[config.mk]
export PLATFORM = sky130hd
export DESIGN_NAME = double_ended_queue
export DESIGN_NICKNAME = d
export VERILOG_FILES = /design/src/rtl/core/deq_pkg.sv /design/src/rtl/core/deq_ctrl.sv /design/src/rtl/core/deq_dp.sv /design/src/rtl/core/double_ended_queue.sv
export SDC_FILE = /design/constraint.sdc
export NUM_CORES = 1
export LEC_CHECK = 0
export BUFFER_PORTS_ARGS = -buffer_cell sky130_fd_sc_hd__buf_2
export CORE_UTILIZATION = 50
export CTS_CLUSTER_SIZE = 28
export DETAILED_ROUTE_END_ITERATION = 10
export MAX_ROUTING_LAYER = met4
export PLACE_DENSITY = 0.69
export SYNTH_ARGS = -nofsm -noshare
export SYNTH_HDL_FRONTEND = slang
export SYNTH_HIERARCHICAL = 1
export SYNTH_SLANG_ARGS = --single-unit
[constraint.sdc]
create_clock -name i_clk -period 4.7 [get_ports i_clk]
set_input_delay 0 -clock i_clk [delete_from_list [all_inputs] [get_ports i_clk]]
set_output_delay 0 -clock i_clk [all_outputs]
set_load 0.05 [all_outputs]
[src/rtl/core/deq_pkg.sv]
// ----------------------------------------------------------------------------
// deq_pkg
// Shared types, sizes and codes for the double-ended queue.
// ----------------------------------------------------------------------------
package deq_pkg;

    localparam int DEPTH  = 16;
    localparam int IDX_W  = $clog2(DEPTH);
    localparam int CNT_W  = $clog2(DEPTH + 1);
    localparam int WORD_W = 32;

    // request codes
    typedef enum logic [1:0] {
        OP_PUSH_BACK  = 2'd0,
        OP_PUSH_FRONT = 2'd1,
        OP_POP_FRONT  = 2'd2,
        OP_POP_BACK   = 2'd3
    } t_op;

    // result status codes
    typedef enum logic [1:0] {
        ST_DONE  = 2'd0,
        ST_EMPTY = 2'd1,
        ST_FULL  = 2'd2
    } t_status;

    // controller states
    typedef enum logic [1:0] {
        S_IDLE,
        S_EXEC,
        S_DONE
    } t_state;

    // controller to datapath commands
    typedef struct packed {
        logic load_req;   // capture the incoming request
        logic execute;    // update ring indices and access the store
        logic load_out;   // move the result into the output register
    } t_dp_cmd;

    // (a + b) mod DEPTH, for a and b both below DEPTH
    function automatic logic [IDX_W-1:0] ring_add(input logic [IDX_W-1:0] a,
                                                  input logic [IDX_W-1:0] b);
        logic [IDX_W:0] s;
        s = {1'b0, a} + {1'b0, b};
        if (s >= (IDX_W+1)'(DEPTH)) begin
            s = s - (IDX_W+1)'(DEPTH);
        end
        return s[IDX_W-1:0];
    endfunction

endpackage

[src/rtl/core/deq_ctrl.sv]
// ----------------------------------------------------------------------------
// deq_ctrl
// Sequencer for one request: capture, execute, hand result to output register.
// ----------------------------------------------------------------------------
module deq_ctrl (
    input  logic             i_clk,
    input  logic             i_rst_n,
    input  logic             i_in_valid,
    output logic             o_in_ready,
    output logic             o_out_valid,
    input  logic             i_out_ready,
    output deq_pkg::t_dp_cmd o_cmd
);
    import deq_pkg::*;

    t_state r_state, n_state;
    logic   r_out_valid, n_out_valid;

    // state and output-valid registers
    always_ff @(posedge i_clk) begin
        if (!i_rst_n) begin
            r_state     <= S_IDLE;
            r_out_valid <= 1'b0;
        end else begin
            r_state     <= n_state;
            r_out_valid <= n_out_valid;
        end
    end

    // next state and commands
    always_comb begin
        n_state        = r_state;
        o_cmd          = '0;
        o_in_ready     = 1'b0;
        case (r_state)
            S_IDLE: begin
                o_in_ready = 1'b1;
                if (i_in_valid) begin
                    o_cmd.load_req = 1'b1;
                    n_state        = S_EXEC;
                end
            end
            S_EXEC: begin
                o_cmd.execute = 1'b1;
                n_state       = S_DONE;
            end
            S_DONE: begin
                // wait until the output register is free
                if (!r_out_valid || i_out_ready) begin
                    o_cmd.load_out = 1'b1;
                    n_state        = S_IDLE;
                end
            end
            default: begin
                n_state = S_IDLE;
            end
        endcase

        // output register occupancy
        if (o_cmd.load_out) begin
            n_out_valid = 1'b1;
        end else if (i_out_ready) begin
            n_out_valid = 1'b0;
        end else begin
            n_out_valid = r_out_valid;
        end
    end

    assign o_out_valid = r_out_valid;

endmodule

[src/rtl/core/deq_dp.sv]
// ----------------------------------------------------------------------------
// deq_dp
// Ring store, front index, count and result registers.
// ----------------------------------------------------------------------------
module deq_dp (
    input  logic                          i_clk,
    input  logic                          i_rst_n,
    input  deq_pkg::t_dp_cmd              i_cmd,
    input  logic [1:0]                    i_op,
    input  logic signed [deq_pkg::WORD_W-1:0] i_value,
    output logic signed [deq_pkg::WORD_W-1:0] o_popped,
    output logic [1:0]                    o_status,
    output logic [deq_pkg::CNT_W-1:0]     o_fill
);
    import deq_pkg::*;

    // request registers
    t_op               r_op;
    logic [WORD_W-1:0] r_value;

    // ring state
    logic [IDX_W-1:0]  r_front, n_front;
    logic [CNT_W-1:0]  r_count, n_count;

    // store
    logic [WORD_W-1:0] r_mem [DEPTH];
    logic [WORD_W-1:0] r_rd_data;

    // pending result
    t_status           r_status;
    logic              r_pop_ok;

    // output register
    logic [WORD_W-1:0] r_out_popped;
    t_status           r_out_status;
    logic [CNT_W-1:0]  r_out_fill;

    logic              w_is_push, w_full, w_empty, w_ok;
    logic              w_wr_en, w_rd_en;
    logic [IDX_W-1:0]  w_wr_addr, w_rd_addr;
    logic [IDX_W-1:0]  w_front_dec, w_front_inc, w_cnt_idx, w_cnt_m1;
    t_status           w_status;

    // request capture
    always_ff @(posedge i_clk) begin
        if (i_cmd.load_req) begin
            r_op    <= t_op'(i_op);
            r_value <= i_value;
        end
    end

    // index arithmetic and request decode
    always_comb begin
        w_is_push   = (r_op == OP_PUSH_BACK) || (r_op == OP_PUSH_FRONT);
        w_full      = (r_count == CNT_W'(DEPTH));
        w_empty     = (r_count == '0);
        w_ok        = w_is_push ? !w_full : !w_empty;
        w_cnt_idx   = r_count[IDX_W-1:0];
        w_cnt_m1    = w_cnt_idx - 1'b1;
        w_front_dec = (r_front == '0) ? IDX_W'(DEPTH - 1) : r_front - 1'b1;
        w_front_inc = (r_front == IDX_W'(DEPTH - 1)) ? '0 : r_front + 1'b1;

        w_wr_addr = r_front;
        w_rd_addr = r_front;
        n_front   = r_front;
        case (r_op)
            OP_PUSH_BACK: begin
                w_wr_addr = ring_add(r_front, w_cnt_idx);
            end
            OP_PUSH_FRONT: begin
                w_wr_addr = w_front_dec;
                n_front   = w_front_dec;
            end
            OP_POP_FRONT: begin
                w_rd_addr = r_front;
                n_front   = w_front_inc;
            end
            OP_POP_BACK: begin
                w_rd_addr = ring_add(r_front, w_cnt_m1);
            end
            default: begin
                n_front = r_front;
            end
        endcase

        n_count  = w_is_push ? r_count + 1'b1 : r_count - 1'b1;
        w_wr_en  = i_cmd.execute && w_ok && w_is_push;
        w_rd_en  = i_cmd.execute && w_ok && !w_is_push;

        if (w_ok) begin
            w_status = ST_DONE;
        end else if (w_is_push) begin
            w_status = ST_FULL;
        end else begin
            w_status = ST_EMPTY;
        end
    end

    // ring state update
    always_ff @(posedge i_clk) begin
        if (!i_rst_n) begin
            r_front <= '0;
            r_count <= '0;
        end else if (i_cmd.execute && w_ok) begin
            r_front <= n_front;
            r_count <= n_count;
        end
    end

    // store: one write port, one registered read port
    always_ff @(posedge i_clk) begin
        if (w_wr_en) begin
            r_mem[w_wr_addr] <= r_value;
        end
        if (w_rd_en) begin
            r_rd_data <= r_mem[w_rd_addr];
        end
    end

    // pending result
    always_ff @(posedge i_clk) begin
        if (i_cmd.execute) begin
            r_status <= w_status;
            r_pop_ok <= w_ok && !w_is_push;
        end
    end

    // output register
    always_ff @(posedge i_clk) begin
        if (i_cmd.load_out) begin
            r_out_popped <= r_pop_ok ? r_rd_data : '0;
            r_out_status <= r_status;
            r_out_fill   <= r_count;
        end
    end

    assign o_popped = r_out_popped;
    assign o_status = r_out_status;
    assign o_fill   = r_out_fill;

endmodule

[src/rtl/core/double_ended_queue.sv]
// ----------------------------------------------------------------------------
// double_ended_queue
// Bounded deque of signed 32-bit words in a ring store.
// ----------------------------------------------------------------------------
// Each request (push back, push front, pop front, pop back) goes through
// these steps in order: the input transfer captures the request, the execute
// step updates the front index and count while the ring store is written or
// read, and the output step loads the registered read data into the output
// register. A new request is not taken while one is in flight: it is taken
// as soon as the previous one has reached the output register. If that
// result is still waiting, the new request is executed but then waits to
// load its result, and the input is held off until the waiting result is
// transferred. Every request yields one result: the popped word (zero unless
// a pop succeeded), a status (done, pop on empty, push on full) and the
// count held afterwards. Failed requests leave the contents unchanged. No
// clearing pass after reset.
module double_ended_queue (
    input  logic                              i_clk,
    input  logic                              i_rst_n,
    input  logic                              i_valid,
    output logic                              o_ready,
    input  logic [1:0]                        i_op,
    input  logic signed [deq_pkg::WORD_W-1:0] i_value,
    output logic                              o_valid,
    input  logic                              i_ready,
    output logic signed [deq_pkg::WORD_W-1:0] o_popped,
    output logic [1:0]                        o_status,
    output logic [deq_pkg::CNT_W-1:0]         o_fill
);
    import deq_pkg::*;

    t_dp_cmd w_cmd;

    // sequencer
    deq_ctrl u_ctrl (
        .i_clk       (i_clk),
        .i_rst_n     (i_rst_n),
        .i_in_valid  (i_valid),
        .o_in_ready  (o_ready),
        .o_out_valid (o_valid),
        .i_out_ready (i_ready),
        .o_cmd       (w_cmd)
    );

    // ring store and result path
    deq_dp u_dp (
        .i_clk    (i_clk),
        .i_rst_n  (i_rst_n),
        .i_cmd    (w_cmd),
        .i_op     (i_op),
        .i_value  (i_value),
        .o_popped (o_popped),
        .o_status (o_status),
        .o_fill   (o_fill)
    );

    // one request in flight: ready drops right after an input transfer
    a_one_in_flight: assert property (@(posedge i_clk) disable iff (!i_rst_n)
        (i_valid && o_ready) |=> !o_ready)
        else $error("input accepted while a request was in flight");

    // count never exceeds the store depth
    a_fill_bound: assert property (@(posedge i_clk) disable iff (!i_rst_n)
        o_valid |-> (o_fill <= CNT_W'(DEPTH)))
        else $error("fill above depth");

    // a pop on empty returns zero and reports an empty store
    a_empty_zero: assert property (@(posedge i_clk) disable iff (!i_rst_n)
        (o_valid && (o_status == ST_EMPTY)) |-> ((o_popped == '0) && (o_fill == '0)))
        else $error("empty status with nonzero word or count");

    // a push on full leaves the store full
    a_full_count: assert property (@(posedge i_clk) disable iff (!i_rst_n)
        (o_valid && (o_status == ST_FULL)) |-> (o_fill == CNT_W'(DEPTH)))
        else $error("full status with count below depth");

endmodule
==> metrics.md, run 1 <==
| Metric | Value |
|---|---|
| Async S/R FF share, synth | `0` |
| Largest net degree at the start of global routing | `97` |
| CTS tree | `done` |
| RSZ-0062 raised after global routing | `no` |
| Clock skew | `around 22 ps` |
| Total power | `~12 mW` |
| Fill count | `3623` |
| Placeable Area | `49000 µm²` |
| Row cnt | `81` |
| Endpoints failing setup | `0` |
| Die X-Extent | `225 µm` |
| R2R Setup Slk | `about 610 ps` |
| Drt wl/cell | `24.3 µm` |
| Peak Freq | `245 MHz` |
| Area of the multi-input gates | `5690 µm²` |
| Min Hold Slack | `117 ps` |
| Yosys reg bits | `632` |
| DR DRC count | `0` |
| Max-Cap Viols | `0` |
| Worst Path Required | `5160 ps` |
| Num CTS Buffers | `66` |
| Minimum clock period after layout | `between 4000 and 5000 ps` |
| Final net count | `1632` |
| Syn Nets | `1491` |
| Root Driver | `clkbuf_16` |
| Worst-margin pin slew | `1080 ps` |
| Relative slew slack | `0.282` |
| Critical path fanouts, max | `32` |
| Port bufs | `78` |
| Static Leak | `10.1 nW` |
| DRT antenna net count | `0` |
| Initial antenna violation count | `0` |
| Area Growth Syn to Fin | `15.1%` |
| Clock Sinks | `632` |
| WHS Path Cells | `2` |
| Post-synthesis mux area share | `0.0690` |
| Storage cell area | `18900 µm²` |
| Seq/Total Area, Yosys | `0.758` |
| Setup CP Type | `register to register` |
| H-tree depth | `3` |
| Mapped Area | `between 20000 and 25000 µm²` |
| GRT Total Usage | `0.230` |
| FF-to-FF End | `u_dp/r_rd_data[22]$_DFFE_PP_` |
| Status | `finished, final reports clean` |
| Final period util | `0.870` |
| Share of cells above drive strength 1 | `0.179` |
| Drt first pass iters | `7` |
| Synth Area in Adders | `0.0105` |
| Clock tree buffer depth | `3` |
| Largest family of logic cells by synthesized area | `compound AO/OA/AOI/OAI gates` |
| R2R depth | `8` |
| Post-CTS Setup Bufs | `0` |
| Skew-Pair Late Insertion Delay | `590 ps` |
| I/O pins | `79` |
| DPL Wire Length | `29500 µm` |
| Synth Area in Compound Gates | `0.0782` |
| XOR/XNOR Fraction of Synth Area | `0.00518` |
| EDFF count, synth | `620` |
| Main synth FF type | `edfxtp_1` |
| Final Hold Fails | `0` |
| Syn Inst Count | `1434` |
| Hold Crit Class | `input pin to register` |
| Power density cells | `435 nW/µm²` |
| Worst r2r src | `u_dp/r_front[1]$_SDFFE_PN0P_` |
| Critical Path Source Type | `register` |
| First-pass GRT wire length | `83500 µm` |
| Ys Warns | `6` |
| Drt total wl | `55400 µm` |
| Clock transition at the registers of the reported paths | `60 ps` |
| Vias in the first global route | `13500` |
| Maximum VDD drop | `approximately 220 µV` |
| Synth Area in Simple Gates | `0.0570` |
| Final cell count without fillers | `2282` |
| Hold_sp | `i_value[1]` |
| Die height | `225 µm` |
| Worst EP arrival | `4550 ps` |
| Slew Viols, Final | `0` |
| Mean area per synthesized cell | `17.3 µm²` |
| Cell variety after synth | `65` |
| Initial core utilization | `0.508` |
| Via count | `about 14000` |
| Endpoint class of the critical path | `register` |
| Setup TNS | `0 ps` |
| Placer Congestion | `0.815` |
| DRT iter0 DRCs | `1279` |
| Drt via density | `5.96` |
| Overflow after GRT | `0` |
| # diodes | `0` |
| Post-Place Cells | `2135` |
| Worst Hold Path EP | `u_dp/r_value[1]$_DFFE_PP_` |
| Die Area | `a little over 50000 µm²` |
## state kept, by name, summed over array words and instances (netlist names), 2 cells and up
register	count
u_dp/o_status	2
u_dp/o_fill	5
u_dp/r_value	32
u_dp/r_mem	512
u_dp/r_rd_data	32
u_dp/r_op	2
u_dp/o_popped	32
u_dp/r_count	5
u_ctrl/r_state	2
u_dp/r_status	2
u_dp/r_front	4
## worst max-delay path by stage
stage,start,endpoint,cells after the start
4_1_cts,u_dp/r_front[1]$_SDFFE_PN0P_,u_dp/r_rd_data[22]$_DFFE_PP_,8
5_1_grt,u_dp/r_front[1]$_SDFFE_PN0P_,u_dp/r_rd_data[17]$_DFFE_PP_,8
6_report,u_dp/r_front[1]$_SDFFE_PN0P_,u_dp/r_rd_data[22]$_DFFE_PP_,8
2_1_floorplan,u_dp/r_op[1]$_DFFE_PP_,u_dp/r_mem[9][0]$_DFFE_PP_,9
3_3_place_gp,u_dp/r_front[1]$_SDFFE_PN0P_,u_dp/r_rd_data[26]$_DFFE_PP_,8
3_5_place_dp,u_dp/r_front[1]$_SDFFE_PN0P_,u_dp/r_rd_data[26]$_DFFE_PP_,8
## critical path: stages (launching register included)
cell and delay (ps):
dfxtp_1 720, inv_1 250, fa_1 540, xnor2_1 610, o32a_2 280, buf_4 470, a211oi_1 100, a2111oi_0 680
mux2_2 290
## synthesized netlist by cell type, drive strengths merged, types with 5 or more instances
master / count / share of area
xnor2: 10 / 0.0038
buf: 47 / 0.013
edfxtp: 620 / 0.75
inv: 14 / 0.0021
a21oi: 9 / 0.0018
a32o: 32 / 0.013
nand2: 75 / 0.012
a2111oi: 32 / 0.012
a221oi: 32 / 0.011
o21ai: 7 / 0.0014
a211oi: 97 / 0.029
mux2i: 132 / 0.053
dfxtp: 12 / 0.0097
o32ai: 5 / 0.0018
and2: 34 / 0.0086
mux2: 35 / 0.016
and3: 100 / 0.025
nor3: 10 / 0.0022
nand2b: 5 / 0.0013
nor2: 18 / 0.0027
clkbuf: 42 / 0.0064
ha: 16 / 0.0081
## through the flow
stage / worst slack, ps / util / instance area [µm²]
floorplan: 275 / - / 24900
global placement: 648 / 0.537 / 26300
detailed placement: 602 / 0.537 / 26300
CTS: 625 / 0.585 / 28600
global route: 444 / 0.585 / 28600
finish: 612 / 0.585 / 28600
## what timing repair did
item	CTS	global route
resized for setup	0	0
setup endpoints to repair	0	0
hold buffers	36	0
hold endpoints to repair	46	0
## metal layers
layer	GRT usage	vias to the layer above	share of wire
met3	0.0308	87	0.066
met1	0.304	6954	0.42
met4	0.0772	0	0.022
li1	-	6066	-
met2	0.369	491	0.49
met5	-	-	0
## cells by family after synthesis
logic type	count (synthesis)
flops	632
simple gates	260
compound gates	239
mux	167
buf+inv	104
fa+ha+maj	19
xor+xnor	13
## layout by cell type, fill, tap and decap left out, types with 9 or more instances in the layout
| master | count |
|---|---|
| inv_1 | 14 |
| nand2_1 | 73 |
| xnor2_1 | 9 |
| and3_1 | 100 |
| clkbuf_1 | 12 |
| clkbuf_16 | 69 |
| a211oi_1 | 97 |
| ha_1 | 16 |
| clkinv_1 | 11 |
| edfxtp_1 | 620 |
| clkinv_2 | 11 |
| nor3_2 | 9 |
| dfxtp_1 | 12 |
| buf_4 | 40 |
| a21oi_1 | 9 |
| buf_2 | 78 |
| mux2_2 | 35 |
| a221oi_1 | 32 |
| mux2i_1 | 131 |
| and2_1 | 33 |
| a32o_1 | 32 |
| nor2_1 | 10 |
| dlygate4sd3_1 | 36 |
| a2111oi_0 | 30 |
## where the power goes
part	internal [mW]	switching (mW)
sequential	6.30	0.0980
clock	2.78	2.03
combinational	0.505	0.745
total	9.59	2.87
## area by class of cell
type | count | share of cell area
sequential | 632 | 0.659
timing repair buffer | 162 | 0.0423
multi-input combinational | 698 | 0.199
clock buffer | 81 | 0.0619
clock inverter | 30 | 0.00739
inverter | 15 | 0.00197
tap | 664 | 0.0290
Note: power is estimated with default switching activity, not from simulation.
==> run 2: changes to the inputs <==
--- a/config.mk
+++ b/config.mk
@@ -10,7 +10,7 @@
 export CTS_CLUSTER_SIZE = 28
 export DETAILED_ROUTE_END_ITERATION = 10
 export MAX_ROUTING_LAYER = met4
-export PLACE_DENSITY = 0.69
+export PLACE_DENSITY = 0.66
 export SYNTH_ARGS = -nofsm -noshare
 export SYNTH_HDL_FRONTEND = slang
 export SYNTH_HIERARCHICAL = 1
==> constraint.sdc (replaced) <==
create_clock -name i_clk -period 5.26 [get_ports i_clk]
set_input_delay 0 -clock i_clk [delete_from_list [all_inputs] [get_ports i_clk]]
set_output_delay 0 -clock i_clk [all_outputs]
set_load 0.05 [all_outputs]
==> run 2 against run 1 <==
  * Final cell count barely moved
  * Worst setup slack improved by 390 ps
  * Routed wire length rose by 1.8%
  * Worst hold slack got worse by 67 ps
  * Global-route usage rose by 0.27 points
  * Register-to-register slack improved by 390 ps
  * Sequential share of layout area rose by 0.27 points
  * Largest power group unchanged
  * First-iteration DRC count fell by 12%
  * Sequential cell count did not move
  * Highest routed layer unchanged
  * Critical path depth did not move
==> metrics.md, run 2 (synthesized netlist as in run 1, its figures left out) <==
| Metric | Value |
|---|---|
| Status | `finished, final reports clean` |
| Placer Congestion | `about 0.81` |
| Most common cell after layout, fill and taps aside | `edfxtp_1` |
| Root Driver | `clkbuf_16` |
| DRT iter0 DRCs | `about 1100` |
| Drt via density | `5.94` |
| Clock tree buffer depth | `3` |
| R2R depth | `8` |
| R2R Setup Slk | `between 900 and 1000 ps` |
| Family with the most delay on the worst path | `compound AO/OA/AOI/OAI gates` |
| Worst-margin pin slew | `1070 ps` |
| Static Leak | `10.1 nW` |
| RSZ-0062 raised after global routing | `no` |
| Fill count | `approximately 3700` |
| Place WS | `~1000 ps` |
| Maximum VDD drop | `260 µV` |
| Setup CP Type | `register to register` |
| Hold_sp | `i_valid` |
| Final period util | `0.810` |
| DRT antenna net count | `0` |
| Post-Place Cells | `2138` |
| # diodes | `0` |
| H-tree depth | `2` |
| Peak Freq | `235 MHz` |
| Hold Crit Class | `input pin to register` |
| FF-to-FF End | `u_dp/r_rd_data[12]$_DFFE_PP_` |
| Final Hold Fails | `0` |
| Final cell count without fillers | `2283` |
| Worst Path Required | `around 5800 ps` |
| Die height | `about 230 µm` |
| Clock skew | `13.9 ps` |
| Num CTS Buffers | `61` |
| Drt wl/cell | `between 20 and 25 µm` |
| Port bufs | `78` |
| I/O pins | `79` |
| Max-Cap Viols | `0` |
| Max reg flops | `512` |
| Slowest CP cell | `dfxtp_1` |
| Post-CTS Setup Bufs | `0` |
| Crit path buffers/inverters | `2` |
| Drt total wl | `56400 µm` |
| Final net count | `1631` |
| Worst Hold Path EP | `u_dp/r_op[0]$_DFFE_PP_` |
| Skew-Pair Late Insertion Delay | `between 600 and 700 ps` |
| Placeable Area | `49000 µm²` |
| Vias in the first global route | `13500` |
| Largest net degree at the start of global routing | `99` |
| Overflow after GRT | `0` |
| Die X-Extent | `roughly 230 µm` |
| Endpoints failing setup | `0` |
| Critical Path Source Type | `register` |
| WHS Path Cells | `3` |
| Clock transition at the registers of the reported paths | `60 ps` |
| Most frequent cells in the layout | `620 x edfxtp_1, 131 x mux2i_1, 100 x and3_1` |
| Total power | `11.0 mW` |
| Critical path fanouts, max | `18` |
| Die Area | `50600 µm²` |
| Worst EP arrival | `4750 ps` |
| Initial antenna violation count | `0` |
| GRT Total Usage | `0.233` |
| Endpoint class of the critical path | `register` |
| Drt first pass iters | `5` |
| First-pass GRT wire length | `83800 µm` |
| CTS tree | `done` |
| Largest Register | `u_dp/r_mem` |
| Clock Sinks | `632` |
| Via count | `13600` |
| Area Growth Syn to Fin | `14.7%` |
| DR DRC count | `0` |
| DPL Wire Length | `approximately 32000 µm` |
| Worst r2r src | `u_dp/r_front[1]$_SDFFE_PN0P_` |
| Crit path cell chain | `inv_1, fa_1, xnor2_1, o32a_2, buf_4, a211oi_1, a2111oi_0, mux2_2` |
| Share of cells above drive strength 1 | `0.175` |
| Power density cells | `387 nW/µm²` |
| Initial core utilization | `0.508` |
| Minimum clock period after layout | `about 4300 ps` |
| Row cnt | `81` |
| Relative slew slack | `0.289` |
| Slew Viols, Final | `0` |
| Delay of the slowest cell on the worst path | `700 ps` |
| Worst setup margin | `1000 ps` |
| Setup TNS | `0 ps` |
[run 2: cell count changes in the layout (fill, tap and decap cells not counted), sizes merged]
cell	previous run	this run
clkbuf	81	71
bufinv	2	5
clkinvlp	2	0
dlygate4sd3	36	37
clkinv	25	31
buf	126	129
[run 2: stage by stage]
step / utilization / cell area [µm²] / hold WS [ps]
final: 0.582 / 28500 / 49.9
after global routing: 0.582 / 28500 / 54.2
after CTS: 0.582 / 28500 / 39.2
after detailed placement: 0.536 / 26200 / 178
after global placement: 0.536 / 26200 / 177
after floorplan: - / 24900 / 98.9
[run 2: where the power goes]
| part | internal (mW) | switching (mW) | leakage (nW) |
|---|---|---|---|
| Clock | 2.41 | 1.80 | 0.940 |
| Sequential | 5.63 | 0.0900 | 5.70 |
| Combinational | 0.437 | 0.671 | 3.44 |
| Total | 8.47 | 2.56 | 10.1 |
[run 2: worst reg2reg max path, delay by kind of cell, from the launching register on]
| kind | cells | cell delay, ps |
|---|---|---|
| xor gates and xnor gates | 1 | 650 |
| buffers and inverters | 2 | 660 |
| AOI/OAI and AO/OA | 3 | 1310 |
| DFF | 1 | 700 |
| adders and majority gates | 1 | 550 |
| muxes | 1 | 260 |
[run 2: layer usage]
metal / routed length (µm) / global-route usage / vias to the layer above
met1: 24100 / 0.316 / 6918
met4: 1540 / 0.0799 / 0
met2: 27400 / 0.364 / 462
met3: 3350 / 0.0302 / 111
met5: 0 / - / -
li1: - / - / 6062
[run 2: how the worst max path moves through the flow]
stage	from	to	slack, ps	cells past startpoint
after floorplan	u_dp/r_op[1]$_DFFE_PP_	u_dp/r_mem[9][0]$_DFFE_PP_	830	9
after global placement	u_dp/r_front[0]$_SDFFE_PN0P_	u_dp/r_rd_data[26]$_DFFE_PP_	1100	9
after detailed placement	u_dp/r_front[1]$_SDFFE_PN0P_	u_dp/r_rd_data[26]$_DFFE_PP_	1050	8
after CTS	u_dp/r_front[1]$_SDFFE_PN0P_	u_dp/r_rd_data[26]$_DFFE_PP_	990	8
after global routing	u_dp/r_front[1]$_SDFFE_PN0P_	u_dp/r_rd_data[26]$_DFFE_PP_	760	8
final	u_dp/r_front[1]$_SDFFE_PN0P_	u_dp/r_rd_data[12]$_DFFE_PP_	1000	8
[run 2: what timing repair did]
item,in CTS,in global routing
hold endpoints to repair,46,0
gates resized for setup,0,0
hold buffers,37,0
[run 2: area by class of cell]
cell class | instances | area [µm²] | area share
Clock buffer | 71 | 1610 | 0.0563
Clock inverter | 37 | 300 | 0.0105
Inverter | 15 | 56.3 | 0.00197
Multi-Input combinational cell | 698 | 5690 | 0.200
Sequential cell | 632 | 18900 | 0.661
Tap cell | 664 | 831 | 0.0291
Timing Repair Buffer | 166 | 1170 | 0.0410
==> run 3: changes to the inputs <==
--- a/config.mk
+++ b/config.mk
@@ -10,7 +10,7 @@
 export CTS_CLUSTER_SIZE = 28
 export DETAILED_ROUTE_END_ITERATION = 10
 export MAX_ROUTING_LAYER = met4
-export PLACE_DENSITY = 0.66
+export PLACE_DENSITY = 0.69
 export SYNTH_ARGS = -nofsm -noshare
 export SYNTH_HDL_FRONTEND = slang
 export SYNTH_HIERARCHICAL = 1
==> constraint.sdc (replaced) <==
create_clock -name i_clk -period 3.5 [get_ports i_clk]
set_input_delay 0 -clock i_clk [delete_from_list [all_inputs] [get_ports i_clk]]
set_output_delay 0 -clock i_clk [all_outputs]
set_load 0.05 [all_outputs]
==> run 3 against run 2 <==
  * Sequential share of layout area fell by 1.5 points
  * Power rose by 58%
  * Worst setup slack got worse by 760 ps
  * Clock skew rose by 13 ps
  * Final cell count rose by 1.1%
  * Critical path depth rose by 1
  * Die area did not move
  * Routed wire length fell by 4.2%
  * Highest routed layer unchanged
  * Fmax rose by 31%
  * Non-clock buffer count rose by 19
  * Sequential power rose by 50%
==> metrics.md, run 3 (synthesized netlist as in run 1, its figures left out) <==
| Metric | Value |
|---|---|
| Root Driver | `clkbuf_16` |
| Die Area | `slightly above 50000 µm²` |
| Sw power | `slightly below 4 mW` |
| Crit path buffers/inverters | `3` |
| Finished Cell Area | `around 30000 µm²` |
| Row cnt | `81` |
| Largest net degree at the start of global routing | `97` |
| Most frequent cells in the layout | `620 x edfxtp_1, 131 x mux2i_1, 100 x and3_1` |
| Skew-Pair Late Insertion Delay | `590 ps` |
| Worst r2r src | `u_dp/r_op[1]$_DFFE_PP_` |
| Clock power frac | `0.406` |
| Overflow after GRT | `0` |
| Endpoint class of the critical path | `register` |
| Critical path fanouts, max | `23` |
| FF-to-FF End | `u_dp/r_mem[4][20]$_DFFE_PP_` |
| Vias in the first global route | `13500` |
| Sw Share | `0.223` |
| Clock tree buffer depth | `3` |
| Setup CP Type | `register to register` |
| CP dominant cell by count | `inv_1` |
| Placed Area | `approximately 27000 µm²` |
| Combinational Power Share | `0.101` |
| Most common cell after layout, fill and taps aside | `edfxtp_1` |
| R2R Setup Slk | `roughly 240 ps` |
| Area Growth Syn to Fin | `17.2%` |
| Pint | `13.5 mW` |
| Place WS | `-16.5 ps` |
| Placer Congestion | `0.800` |
| Critical Path Source Type | `register` |
| Setup TNS | `0 ps` |
| DPL Wire Length | `31100 µm` |
| Largest Register | `u_dp/r_mem` |
| Port bufs | `78` |
| Via count | `approximately 14000` |
| H-tree depth | `3` |
| Worst setup margin | `244 ps` |
| Final period util | `0.930` |
| DRT iter0 DRCs | `~1200` |
| GRT Total Usage | `0.224` |
| Drt first pass iters | `5` |
| First-pass GRT wire length | `81600 µm` |
| Sequential power share | `0.493` |
| Num CTS Buffers | `between 60 and 70` |
| Crit path cell chain | `inv_1, ha_1, or2_2, inv_1, o21ai_0, nand3_1, o211ai_1, nor2_4, buf_4` |
| Worst Path Required | `3730 ps` |
| Endpoints failing setup | `0` |
| CTS tree | `done` |
| Max-Cap Viols | `0` |
| Clock transition at the registers of the reported paths | `~60 ps` |
| Delay of the slowest cell on the worst path | `450 ps` |
| Clock Sinks | `632` |
| Initial antenna violation count | `0` |
| Minimum clock period after layout | `between 3000 and 4000 ps` |
| Slowest CP cell | `edfxtp_1` |
| Share of cells above drive strength 1 | `0.191` |
| Power density cells | `597 nW/µm²` |
| Drt wl/cell | `between 20 and 25 µm` |
| R2R depth | `9` |
| Family with the most delay on the worst path | `simple AND/OR/NAND/NOR gates` |
| Hold Crit Class | `input pin to register` |
| Worst Setup SP | `u_dp/r_op[1]$_DFFE_PP_` |
| Die height | `around 230 µm` |
| Worst EP arrival | `3490 ps` |
| Max reg flops | `512` |
| Die X-Extent | `225 µm` |
| Maximum VDD drop | `329 µV` |
| Hold_sp | `i_value[30]` |
| Placeable Area | `49000 µm²` |
| Worst-margin pin slew | `roughly 1200 ps` |
| Slew Viols, Final | `0` |
| Status | `finished, final reports clean` |
| Static Leak | `about 10 nW` |
| DRT antenna net count | `0` |
| Clock skew | `26.9 ps` |
| Drt total wl | `about 54000 µm` |
| Worst Hold Path EP | `u_dp/r_value[30]$_DFFE_PP_` |
| Peak Freq | `around 300 MHz` |
| RSZ-0062 raised after global routing | `no` |
| Final Hold Fails | `0` |
| Relative slew slack | `0.187` |
| DR DRC count | `0` |
| I/O pins | `around 80` |
| Final net count | `1656` |
| WHS Path Cells | `2` |
| Drt via density | `around 5.9` |
| Initial core utilization | `0.508` |
-- run 3: cell types whose count changed in the layout (fill, tap and decap cells not counted), sizes merged --
cell	previous run	this run
buf	129	148
bufinv	5	9
clkbuf	71	88
clkinv	31	16
diode	0	1
inv	16	15
-- run 3: final cells by class --
cell class	instances	area, µm²
flip-flops and latches	632	18900
multi-input cells	698	5720
fillers	3548	19800
well taps	664	831
inverters	15	56.3
clock inverters	25	358
repair buffers	185	1500
clock buffers	88	1830
diodes	1	2.50
-- run 3: worst max path at each step --
stage	endpoint	slack [ps]	cells after the start
finish	u_dp/r_mem[4][20]$_DFFE_PP_	240	9
global route	u_dp/r_mem[7][25]$_DFFE_PP_	50	9
CTS	u_dp/r_rd_data[30]$_DFFE_PP_	50	10
detailed placement	u_dp/r_rd_data[30]$_DFFE_PP_	-20	10
global placement	u_dp/r_rd_data[30]$_DFFE_PP_	30	10
floorplan	u_dp/r_mem[11][0]$_DFFE_PP_	-930	9
-- run 3: what timing repair did --
item,4_1_cts,5_1_grt
gates resized for setup,1,2
setup buffers,0,1
pin swaps,0,1
endpoints found under the hold margin,46,0
gates cloned,0,0
hold buffers,37,0
setup endpoints to repair,1,129
-- run 3: power by group through the flow --
stage | logic (mW) | registers (mW) | clock network, mW
after global routing | 1.88 | 8.60 | 7.47
after CTS | 1.75 | 8.59 | 7.19
after detailed placement | 1.71 | 8.75 | 0
final | 1.75 | 8.59 | 7.06
after global placement | 1.68 | 8.74 | 0
after floorplan | 1.11 | 8.74 | 0
-- run 3: metrics by stage --
| step | hold WS (ps) | cells | utilization | total power [mW] |
|---|---|---|---|---|
| after global placement | 177 | 2156 | 0.543 | 10.4 |
| after global routing | 111 | 2307 | 0.596 | 18.0 |
| after detailed placement | 178 | 2156 | 0.543 | 10.5 |
| final | 123 | 2308 | 0.596 | 17.4 |
| after floorplan | 98.9 | 1434 | - | 9.85 |
| after CTS | 94.3 | 2306 | 0.595 | 17.5 |
-- run 3: layer usage --
layer  vias up  track usage  routed length, µm
li1       6110            -                  -
met1      6880        0.293              22900
met2       440        0.359              26800
met3        92       0.0331               3000
met4         0       0.0812               1330
met5         -            -                  0
